==> src/rtl/ry420_pkg.sv <==
// Shared types and constants for the RGB to YCbCr 4:2:0 packer.
package ry420_pkg;

  localparam int PIX_W            = 8;
  localparam int CFG_W            = 11;
  localparam int MC_OUT_W         = 10;
  localparam int LINE_W           = 2 * PIX_W;
  localparam int RESET_HALF_WIDTH = 320;

  typedef struct packed {
    logic s1_load;
    logic s2_load;
  } pipe_ctl_t;

  typedef struct packed {
    logic [PIX_W-1:0] y;
    logic [PIX_W-1:0] cb;
    logic [PIX_W-1:0] cr;
  } ycc_t;

endpackage

==> src/rtl/ry420_csc.sv <==
// Two-stage color space converter: registered coefficient products, then sums and saturation.
module ry420_csc import ry420_pkg::*; #(
  parameter int FRAC = 16
) (
  input  logic             clk,
  input  pipe_ctl_t        ctl,
  input  logic [PIX_W-1:0] red,
  input  logic [PIX_W-1:0] green,
  input  logic [PIX_W-1:0] blue,
  output ycc_t             pix_r
);

  localparam int PW = FRAC + PIX_W;
  localparam int SW = FRAC + PIX_W + 2;

  localparam logic [FRAC-1:0] K_Y_R  = FRAC'(((64'd2990 << FRAC) + 64'd5000) / 64'd10000);
  localparam logic [FRAC-1:0] K_Y_G  = FRAC'(((64'd5870 << FRAC) + 64'd5000) / 64'd10000);
  localparam logic [FRAC-1:0] K_Y_B  = FRAC'(((64'd1140 << FRAC) + 64'd5000) / 64'd10000);
  localparam logic [FRAC-1:0] K_CB_R = FRAC'(((64'd1687 << FRAC) + 64'd5000) / 64'd10000);
  localparam logic [FRAC-1:0] K_CB_G = FRAC'(((64'd3313 << FRAC) + 64'd5000) / 64'd10000);
  localparam logic [FRAC-1:0] K_HALF = FRAC'(((64'd5000 << FRAC) + 64'd5000) / 64'd10000);
  localparam logic [FRAC-1:0] K_CR_G = FRAC'(((64'd4187 << FRAC) + 64'd5000) / 64'd10000);
  localparam logic [FRAC-1:0] K_CR_B = FRAC'(((64'd813 << FRAC) + 64'd5000) / 64'd10000);
  localparam logic [SW-1:0]   OFFSET = SW'(64'd128 << FRAC);

  logic [PW-1:0] p_yr_r, p_yg_r, p_yb_r;
  logic [PW-1:0] p_cbr_r, p_cbg_r, p_hb_r;
  logic [PW-1:0] p_hr_r, p_crg_r, p_crb_r;

  logic [SW-1:0] y_sum;
  logic [SW-1:0] cb_pos, cb_neg;
  logic [SW-1:0] cr_pos, cr_neg;
  ycc_t          pix_nxt;

  function automatic logic [PIX_W-1:0] sat_floor(input logic [SW-1:0] s);
    logic [SW-1:0] v;
    v = s >> FRAC;
    return (v > SW'(255)) ? 8'hFF : v[PIX_W-1:0];
  endfunction

  always_ff @(posedge clk) begin
    if (ctl.s1_load) begin
      p_yr_r  <= PW'(K_Y_R) * PW'(red);
      p_yg_r  <= PW'(K_Y_G) * PW'(green);
      p_yb_r  <= PW'(K_Y_B) * PW'(blue);
      p_cbr_r <= PW'(K_CB_R) * PW'(red);
      p_cbg_r <= PW'(K_CB_G) * PW'(green);
      p_hb_r  <= PW'(K_HALF) * PW'(blue);
      p_hr_r  <= PW'(K_HALF) * PW'(red);
      p_crg_r <= PW'(K_CR_G) * PW'(green);
      p_crb_r <= PW'(K_CR_B) * PW'(blue);
    end
  end

  always_comb begin
    y_sum  = SW'(p_yr_r) + SW'(p_yg_r) + SW'(p_yb_r);
    cb_pos = OFFSET + SW'(p_hb_r);
    cb_neg = SW'(p_cbr_r) + SW'(p_cbg_r);
    cr_pos = OFFSET + SW'(p_hr_r);
    cr_neg = SW'(p_crg_r) + SW'(p_crb_r);
    pix_nxt.y  = sat_floor(y_sum);
    pix_nxt.cb = (cb_neg > cb_pos) ? '0 : sat_floor(cb_pos - cb_neg);
    pix_nxt.cr = (cr_neg > cr_pos) ? '0 : sat_floor(cr_pos - cr_neg);
  end

  always_ff @(posedge clk) begin
    if (ctl.s2_load) begin
      pix_r <= pix_nxt;
    end
  end

endmodule

==> config.mk <==
export PLATFORM = sky130hd
export DESIGN_NAME = ry420_csc
export DESIGN_NICKNAME = d
export VERILOG_FILES = /design/src/rtl/ry420_pkg.sv /design/src/rtl/ry420_csc.sv
export SDC_FILE = /design/constraint.sdc
export NUM_CORES = 1
export LEC_CHECK = 0
export ABC_AREA = 1
export BUFFER_PORTS_ARGS = -buffer_cell sky130_fd_sc_hd__buf_2
export CAP_MARGIN = 15
export CELL_PAD_IN_SITES_DETAIL_PLACEMENT = 1
export CELL_PAD_IN_SITES_GLOBAL_PLACEMENT = 1
export CORE_AREA = 3 3 191 230
export DETAILED_ROUTE_END_ITERATION = 6
export DIE_AREA = 0 0 194 233
export PLACE_DENSITY = 0.85
export SLEW_MARGIN = 20
export SYNTH_ARGS = -nofsm -noshare
export SYNTH_HDL_FRONTEND = slang
export SYNTH_SLANG_ARGS = --single-unit
==> constraint.sdc <==
create_clock -name clk -period 5 [get_ports clk]
set_input_delay 0.75 -clock clk [delete_from_list [all_inputs] [get_ports clk]]
set_output_delay 0.75 -clock clk [all_outputs]
set_load 0.05 [all_outputs]
==> results of run 1 <==
[power breakdown]
group	total (uW)	switching (uW)	internal [uW]
registers	2920	381	2540
logic	11600	7460	4150
clock network	1540	633	902
[routing by layer]
| layer | vias to the layer above | track usage, % | part of all wire (%) |
|---|---|---|---|
| met3 | 123 | 2.74 | 3.1 |
| met2 | 325 | 51.3 | 52 |
| li1 | 7678 | - | - |
| met5 | - | 0 | 0 |
| met1 | 8163 | 32.2 | 41 |
| met4 | 0 | 11.0 | 4.0 |
[state kept, by name, summed over array words and instances, names as in the netlist]
register and cells:
p_crg_r 19, p_cbg_r 18, p_cbr_r 17, p_hr_r 8, p_crb_r 17, p_hb_r 6, p_yr_r 20, p_yb_r 20
p_yg_r 19, pix_r 24
[placed cells by master, fill, tap and decap left out, drive strengths merged, types with 2 or more instances in the layout]
cell type,n
a211oi,10
a21boi,4
a21o,10
a21oi,169
a221oi,2
a31oi,10
and3,2
buf,69
bufinv,5
clkbuf,18
clkinvlp,2
edfxtp,168
fa,148
ha,397
inv,422
nand2,409
nand3,99
nand3b,8
nand4,29
nor2,120
nor3,12
nor3b,3
nor4,2
o2111ai,3
o211ai,2
o21a,5
o21ai,67
o21bai,9
o221ai,2
o31ai,4
or2,10
xnor2,44
xor2,86
[layout make-up]
cell class	count	area share, %
multi-input cells	1671	62.3
flip-flops and latches	168	22.8
inverters	416	7.05
well taps	546	3.08
clock buffers	18	1.94
repair buffers	69	1.80
clock inverters	14	1.06
diodes	1	0.0113
[per-stage QoR]
| step | power (uW) | instances | hold slack [ns] | instance area (um^2) | utilization, % |
|---|---|---|---|---|---|
| final | 16100 | 2903 | 0.616 | 22100 | 52.9 |
| after global routing | 17600 | 2902 | 0.622 | 22100 | 52.9 |
| after CTS | 16100 | 2902 | 0.598 | 22100 | 52.9 |
| after detailed placement | 14400 | 2870 | 0.776 | 21500 | 51.3 |
| after global placement | 13800 | 2870 | 0.755 | 21500 | 51.3 |
| after floorplan | 11100 | 2257 | 0.684 | 20400 | - |
[how the worst max path moves through the flow]
stage / end / depth (start not counted) / startpoint
after global placement: p_yb_r[16] / 18 / blue[5]
after floorplan: p_yb_r[16] / 17 / blue[5]
after global routing: p_yb_r[16] / 18 / blue[6]
after detailed placement: p_yb_r[16] / 18 / blue[5]
after CTS: p_yb_r[16] / 18 / blue[5]
final: p_yb_r[16] / 18 / blue[5]
[kinds of logic (layout without fill, tap and decap cells)]
logic type	Yosys count	after routing	share of synthesized area, %
other cells	0	1	0
fa+ha+maj	545	545	38.8
xor+xnor	130	130	5.58
flops	168	168	24.7
buf+inv	418	517	7.74
simple gates	695	695	14.8
compound gates	301	301	8.32
==> summary.txt, run 1 <==
Run status
  • Status: finished clean

Timing
  • Fin. max-slew vios: 0
  • Fmax: 220 MHz
  • RSZ-0062 raised after global routing: false
  • Final hold vios: 0
  • Post-route setup TNS: 0 ns
  • Clk_skew: 0.0138 ns
  • Max-slew headroom: 48.3%
  • Fin crit share: 90.8%
  • Post-layout min period: 4.54 ns
  • Slew of the pin with the lowest slew margin: 0.775 ns
  • Worst setup margin: 0.461 ns
  • Final setup fails: 0

Yosys
  • Synth top area cells: edfxtp_1 (25%), ha_1 (24%), fa_1 (15%), inv_1 (7.6%), nand2_1 (7.2%)
  • Mapped Area: 20400 um^2
  • Synthesized area per cell: 9.05 um^2
  • Share of the synthesized area in the top cell type: 24.7%
  • Synth top cells by count: inv_1 (414), ha_1 (397), nand2_1 (394)
  • Number of distinct library cells after synthesis: 50
  • Most common cell in the netlist: inv_1
  • Syn_nets: 2829
  • Dominant cell type by area after synthesis: edfxtp_1
  • Async SR Flop Fraction: 0%
  • Post-synth EDFFs: 168
  • Ys flop type: edfxtp_1
  • YS warnings: 0
  • Sequential area share after synthesis: 24.7%
  • Mapped Cells: 2257
  • Flops & latches, synth: 168

Clock network
  • Cts bufs inserted: 17
  • TritonCTS clock tree: done
  • CTS root buffer: clkbuf_16
  • H-tree depth: 4
  • Setup bufs post-CTS: 0
  • Clk sinks: 168
  • CTS Hold Bufs: 0
  • # resized after CTS: 0
  • Reg clk slew, reported paths: 0.07 ns
  • Clock Path Buffers: 2
  • Clk_lat worst skew: 0.46 ns

Cells and area
  • Register area: 5040 um^2
  • Layout cell share with drive strength beyond 1: 6.49%
  • Multi-input logic area: 13800 um^2
  • Layout filler cell count: 4902
  • Area grow syn2layout: 8.47%
  • Final nets: 2915

Worst setup path
  • R2R depth: 19
  • R2R setup slack: 0.93 ns
  • Worst path bufs/invs: 3
  • Kind of critical path: input port to flop
  • Crit-path cells: buf_2, fa_1, fa_1, inv_1, fa_1, inv_1, fa_1, ha_1, nand2_1, nor2_1, o21ai_0, o211ai_1, a31oi_1, o21ai_0, nand2_1, nand2_1, nand2_1, nand2_1
  • Reg2Reg Capture Point: pix_r[8]
  • Most numerous cell on the critical path: nand2_1
  • Critical path's top delay family: adder cells
  • Slowest-stage cell, CP: fa_1
  • Critical Path Start Type: input port
  • Reg2reg start: p_hr_r[15]
  • WP data arrival: 4.75 ns
  • CP Max Fanout: 5
  • Setup crit end kind: flop
  • Critical path data required time: 5.21 ns
  • Max stage delay on crit path: 0.58 ns

Die
  • FP Rows: 82
  • Chip width: 194 um
  • IO Count: 51
  • DIE AREA: 45200 um^2
  • Die height: 233 um
  • Core Region: 41900 um^2
  • Initial cell density of the core: 48.8%

Detailed routing
  • DR iter-0 viols: 958
  • Drt wl/cell: 21.0 um
  • Residual DRC count: 0
  • Via count: 16300
  • Total iterations of the first detailed-routing run: 4
  • WL final: 60900 um
  • Vias per cell: 5.61
  • Final ANT Viol Nets: 0

Placed design
  • Number of port buffers: 50
  • Dpl hpwl: 51000 um
  • Placement Setup Slack: 0.0547 ns
  • Placer Congestion: 0.946

Global route
  • Vias in the first global route: 18200
  • Total GRT Usage: 27.4%
  • Largest net degree at the start of global routing: 72
  • First-pass GRT wire length: 97300 um
  • Congestion Overflow GR: 0
  • Initial antenna violation count: 1

Pwr
  • Lkg Pwr: 0.0114 uW
  • Peak VDD IR: 0.426 mV
  • Pwr per Cell Area: 725 nW/um^2

Worst hold path
  • Min-delay src: red[3]
  • Min-Delay Path Class: input port to flop
  • Hold endpoint: p_hr_r[18]
  • Hold path depth: 1

Run
  • Max Cap Viol: 0
Power figures use the tool's default switching activity.
==> inputs of run 2 (changes only) <==
Settings changed: CELL_PAD_IN_SITES_DETAIL_PLACEMENT 1 to default, CELL_PAD_IN_SITES_GLOBAL_PLACEMENT 1 to default, CTS_BUF_LIST from default to sky130_fd_sc_hd__clkbuf_4 sky130_fd_sc_hd__clkbuf_8, PLACE_DENSITY 0.85 to 0.7.
==> summary.txt, run 2 (synthesis gave the netlist of run 1 again) <==
Run status
  • Status: finished clean (unchanged)

Clock network
  • Reg clk slew, reported paths: 0.09 ns (was 0.07 ns)
  • # resized after CTS: 0 (unchanged)
  • TritonCTS clock tree: done (unchanged)
  • CTS Hold Bufs: 0 (unchanged)
  • H-tree depth: 4 (unchanged)
  • Clock Path Buffers: 2 (unchanged)
  • Clk_lat worst skew: 0.49 ns (was 0.46 ns)
  • CTS root buffer: clkbuf_8 (was clkbuf_16)
  • Setup bufs post-CTS: 0 (unchanged)
  • Clk sinks: 168 (unchanged)
  • Cts bufs inserted: 17 (unchanged)

Worst setup path
  • Max stage delay on crit path: 0.57 ns (was 0.58 ns)
  • Slowest-stage cell, CP: fa_1 (unchanged)
  • Worst path bufs/invs: 3 (unchanged)
  • Critical path's top delay family: adder cells (unchanged)
  • CP Max Fanout: 5 (unchanged)
  • Reg2Reg Capture Point: pix_r[4] (was pix_r[8])
  • Crit path capture: p_yb_r[16] (unchanged)
  • R2R depth: 20 (was 19)
  • Reg2reg start: p_crg_r[6] (was p_hr_r[15])
  • Critical Path Start Type: input port (unchanged)
  • R2R setup slack: 0.86 ns (was 0.93 ns)
  • Setup crit start: blue[5] (unchanged)
  • Cell depth of the worst setup path: 18 (unchanged)
  • Setup crit end kind: flop (unchanged)
  • Kind of critical path: input port to flop (unchanged)
  • Crit-path cells: buf_2, fa_1, fa_1, inv_1, fa_1, inv_1, fa_1, ha_1, nand2_1, nand2_1, o21ai_0, o211ai_1, a31oi_1, o21ai_0, nand2_1, nand2_1, nand2_1, nand2_1 (was buf_2, fa_1, fa_1, inv_1, fa_1, inv_1, fa_1, ha_1, nand2_1, nor2_1, o21ai_0, o211ai_1, a31oi_1, o21ai_0, nand2_1, nand2_1, nand2_1, nand2_1)
  • WP data arrival: 4.57 ns (was 4.75 ns)
  • Most numerous cell on the critical path: nand2_1 (unchanged)
  • Critical path data required time: 5.24 ns (was 5.21 ns)

Detailed routing
  • DR iter-0 viols: 740 (was 958)
  • Drt wl/cell: 17.1 um (was 21.0 um)
  • Vias per cell: 5.33 (was 5.61)
  • Total iterations of the first detailed-routing run: 7 (was 4)
  • Residual DRC count: 0 (unchanged)
  • WL final: 49800 um (was 60900 um)
  • Final ANT Viol Nets: 0 (unchanged)
  • Via count: 15500 (was 16300)

Die
  • FP Rows: 82 (unchanged)
  • Chip width: 194 um (unchanged)
  • Core Region: 41900 um^2 (unchanged)
  • Die height: 233 um (unchanged)
  • DIE AREA: 45200 um^2 (unchanged)
  • Initial cell density of the core: 48.8% (unchanged)
  • IO Count: 51 (unchanged)

Cells and area
  • Area grow syn2layout: 7.15% (was 8.47%)
  • Top reg by flops: pix_r (unchanged)
  • Largest regs: pix_r (24), p_yb_r (20), p_yr_r (20) (unchanged)
  • Most common cell after layout, fill and taps aside: inv_1 (unchanged)
  • Final nets: 2913 (was 2915)
  • Most frequent cells in the layout: inv_1 (414), ha_1 (397), nand2_1 (394) (unchanged)
  • Layout cell share with drive strength beyond 1: 6.37% (was 6.49%)
  • Post-route cell area: 21900 um^2 (was 22100 um^2)
  • Max reg flops: 24 (unchanged)
  • Layout filler cell count: 3889 (was 4902)

Timing
  • Fin crit share: 86.4% (was 90.8%)
  • Final setup fails: 0 (unchanged)
  • Max-slew headroom: 37.2% (was 48.3%)
  • Slew of the pin with the lowest slew margin: 0.930 ns (was 0.775 ns)
  • Post-route setup TNS: 0 ns (unchanged)
  • RSZ-0062 raised after global routing: false (unchanged)
  • Post-layout min period: 4.32 ns (was 4.54 ns)
  • Fmax: 231 MHz (was 220 MHz)
  • Clk_skew: 0.0164 ns (was 0.0138 ns)
  • Fin. max-slew vios: 0 (unchanged)
  • Final hold vios: 0 (unchanged)

Global route
  • GRT busiest layer: met2 (unchanged)
  • GR Layer Usage met2: 41.3% (was 51.3%)
  • Congestion Overflow GR: 0 (unchanged)
  • Largest net degree at the start of global routing: 72 (unchanged)
  • Vias in the first global route: 16000 (was 18200)
  • Routing usage on met1: 28.0% (was 32.2%)
  • First-pass GRT wire length: 81100 um (was 97300 um)
  • Routing usage on met3: 2.07% (was 2.74%)
  • Initial antenna violation count: 1 (unchanged)
  • Total GRT Usage: 22.5% (was 27.4%)

Placed design
  • Dpl hpwl: 42800 um (was 51000 um)
  • Placement Cell Area: 21500 um^2 (about the same)
  • Placer Congestion: 0.936 (was 0.946)
  • Number of port buffers: 50 (unchanged)

Pwr
  • Pwr per Cell Area: 688 nW/um^2 (was 725 nW/um^2)
  • Peak VDD IR: 0.545 mV (was 0.426 mV)
  • Lkg Pwr: 0.0113 uW (was 0.0114 uW)

Worst hold path
  • Min-Delay Path Class: input port to flop (unchanged)

Run
  • Max Cap Viol: 0 (unchanged)
==> run 2: worst min-delay path by stage <==
stage | end | from | cells after the start | slack (ns)
after detailed placement | pix_r[17] | p_yg_r[23] | 3 | 0.76
after floorplan | pix_r[16] | p_yg_r[23] | 3 | 0.68
after CTS | p_hb_r[17] | blue[2] | 1 | 0.54
after global routing | p_hb_r[17] | blue[2] | 1 | 0.57
after global placement | pix_r[16] | p_yg_r[23] | 3 | 0.74
final | p_hb_r[17] | blue[2] | 1 | 0.57
==> run 2: routing by layer <==
layer	wire (um)	vias to the layer above
li1	-	7675
met1	21600	7459
met2	25300	253
met3	1340	75
met4	1480	0
met5	0	-
==> run 2: worst reg2reg max path: stages, from the launching register on <==
cell and delay, ns:
edfxtp_1 0.46, ha_1 0.44, nand2_1 0.11, nand2_1 0.07, inv_1 0.07, nand2_1 0.07, nand2_1 0.11, nand2_2 0.09
a21oi_2 0.38, inv_1 0.09, a21oi_1 0.22, o21ai_0 0.13, xor2_1 0.35, ha_1 0.36, a21oi_1 0.15, o21ai_0 0.14
or2_2 0.29, nand3_1 0.11, nand2_1 0.09, inv_2 0.12, a21oi_1 0.06
==> run 2: stage by stage <==
stage | instances | total power (uW) | setup slack (ns) | util [%] | hold WS [ns]
2_1_floorplan | 2257 | 11100 | 0.610 | - | 0.684
3_3_place_gp | 2868 | 13800 | 0.222 | 51.3 | 0.744
3_5_place_dp | 2868 | 14000 | 0.163 | 51.3 | 0.762
4_1_cts | 2900 | 15100 | 0.692 | 52.3 | 0.541
5_1_grt | 2901 | 16700 | 0.345 | 52.3 | 0.571
6_report | 2901 | 15000 | 0.678 | 52.3 | 0.574
==> run 2: final cells by class <==
type | count | area [um^2] | area share, %
sequential | 168 | 5040 | 23.1
clock buffer | 17 | 234 | 1.07
inverter | 416 | 1560 | 7.14
antenna | 1 | 2.50 | 0.0114
clock inverter | 15 | 175 | 0.801
multi-input combinational | 1671 | 13800 | 63.0
timing repair buffer | 67 | 384 | 1.76
tap | 546 | 683 | 3.12
==> run 2: where the power goes <==
part,switching [uW],internal (uW),leakage (uW)
registers,323,2540,0.00164
clock network,525,493,0.000201
logic,7080,4090,0.00943
total,7930,7120,0.0113
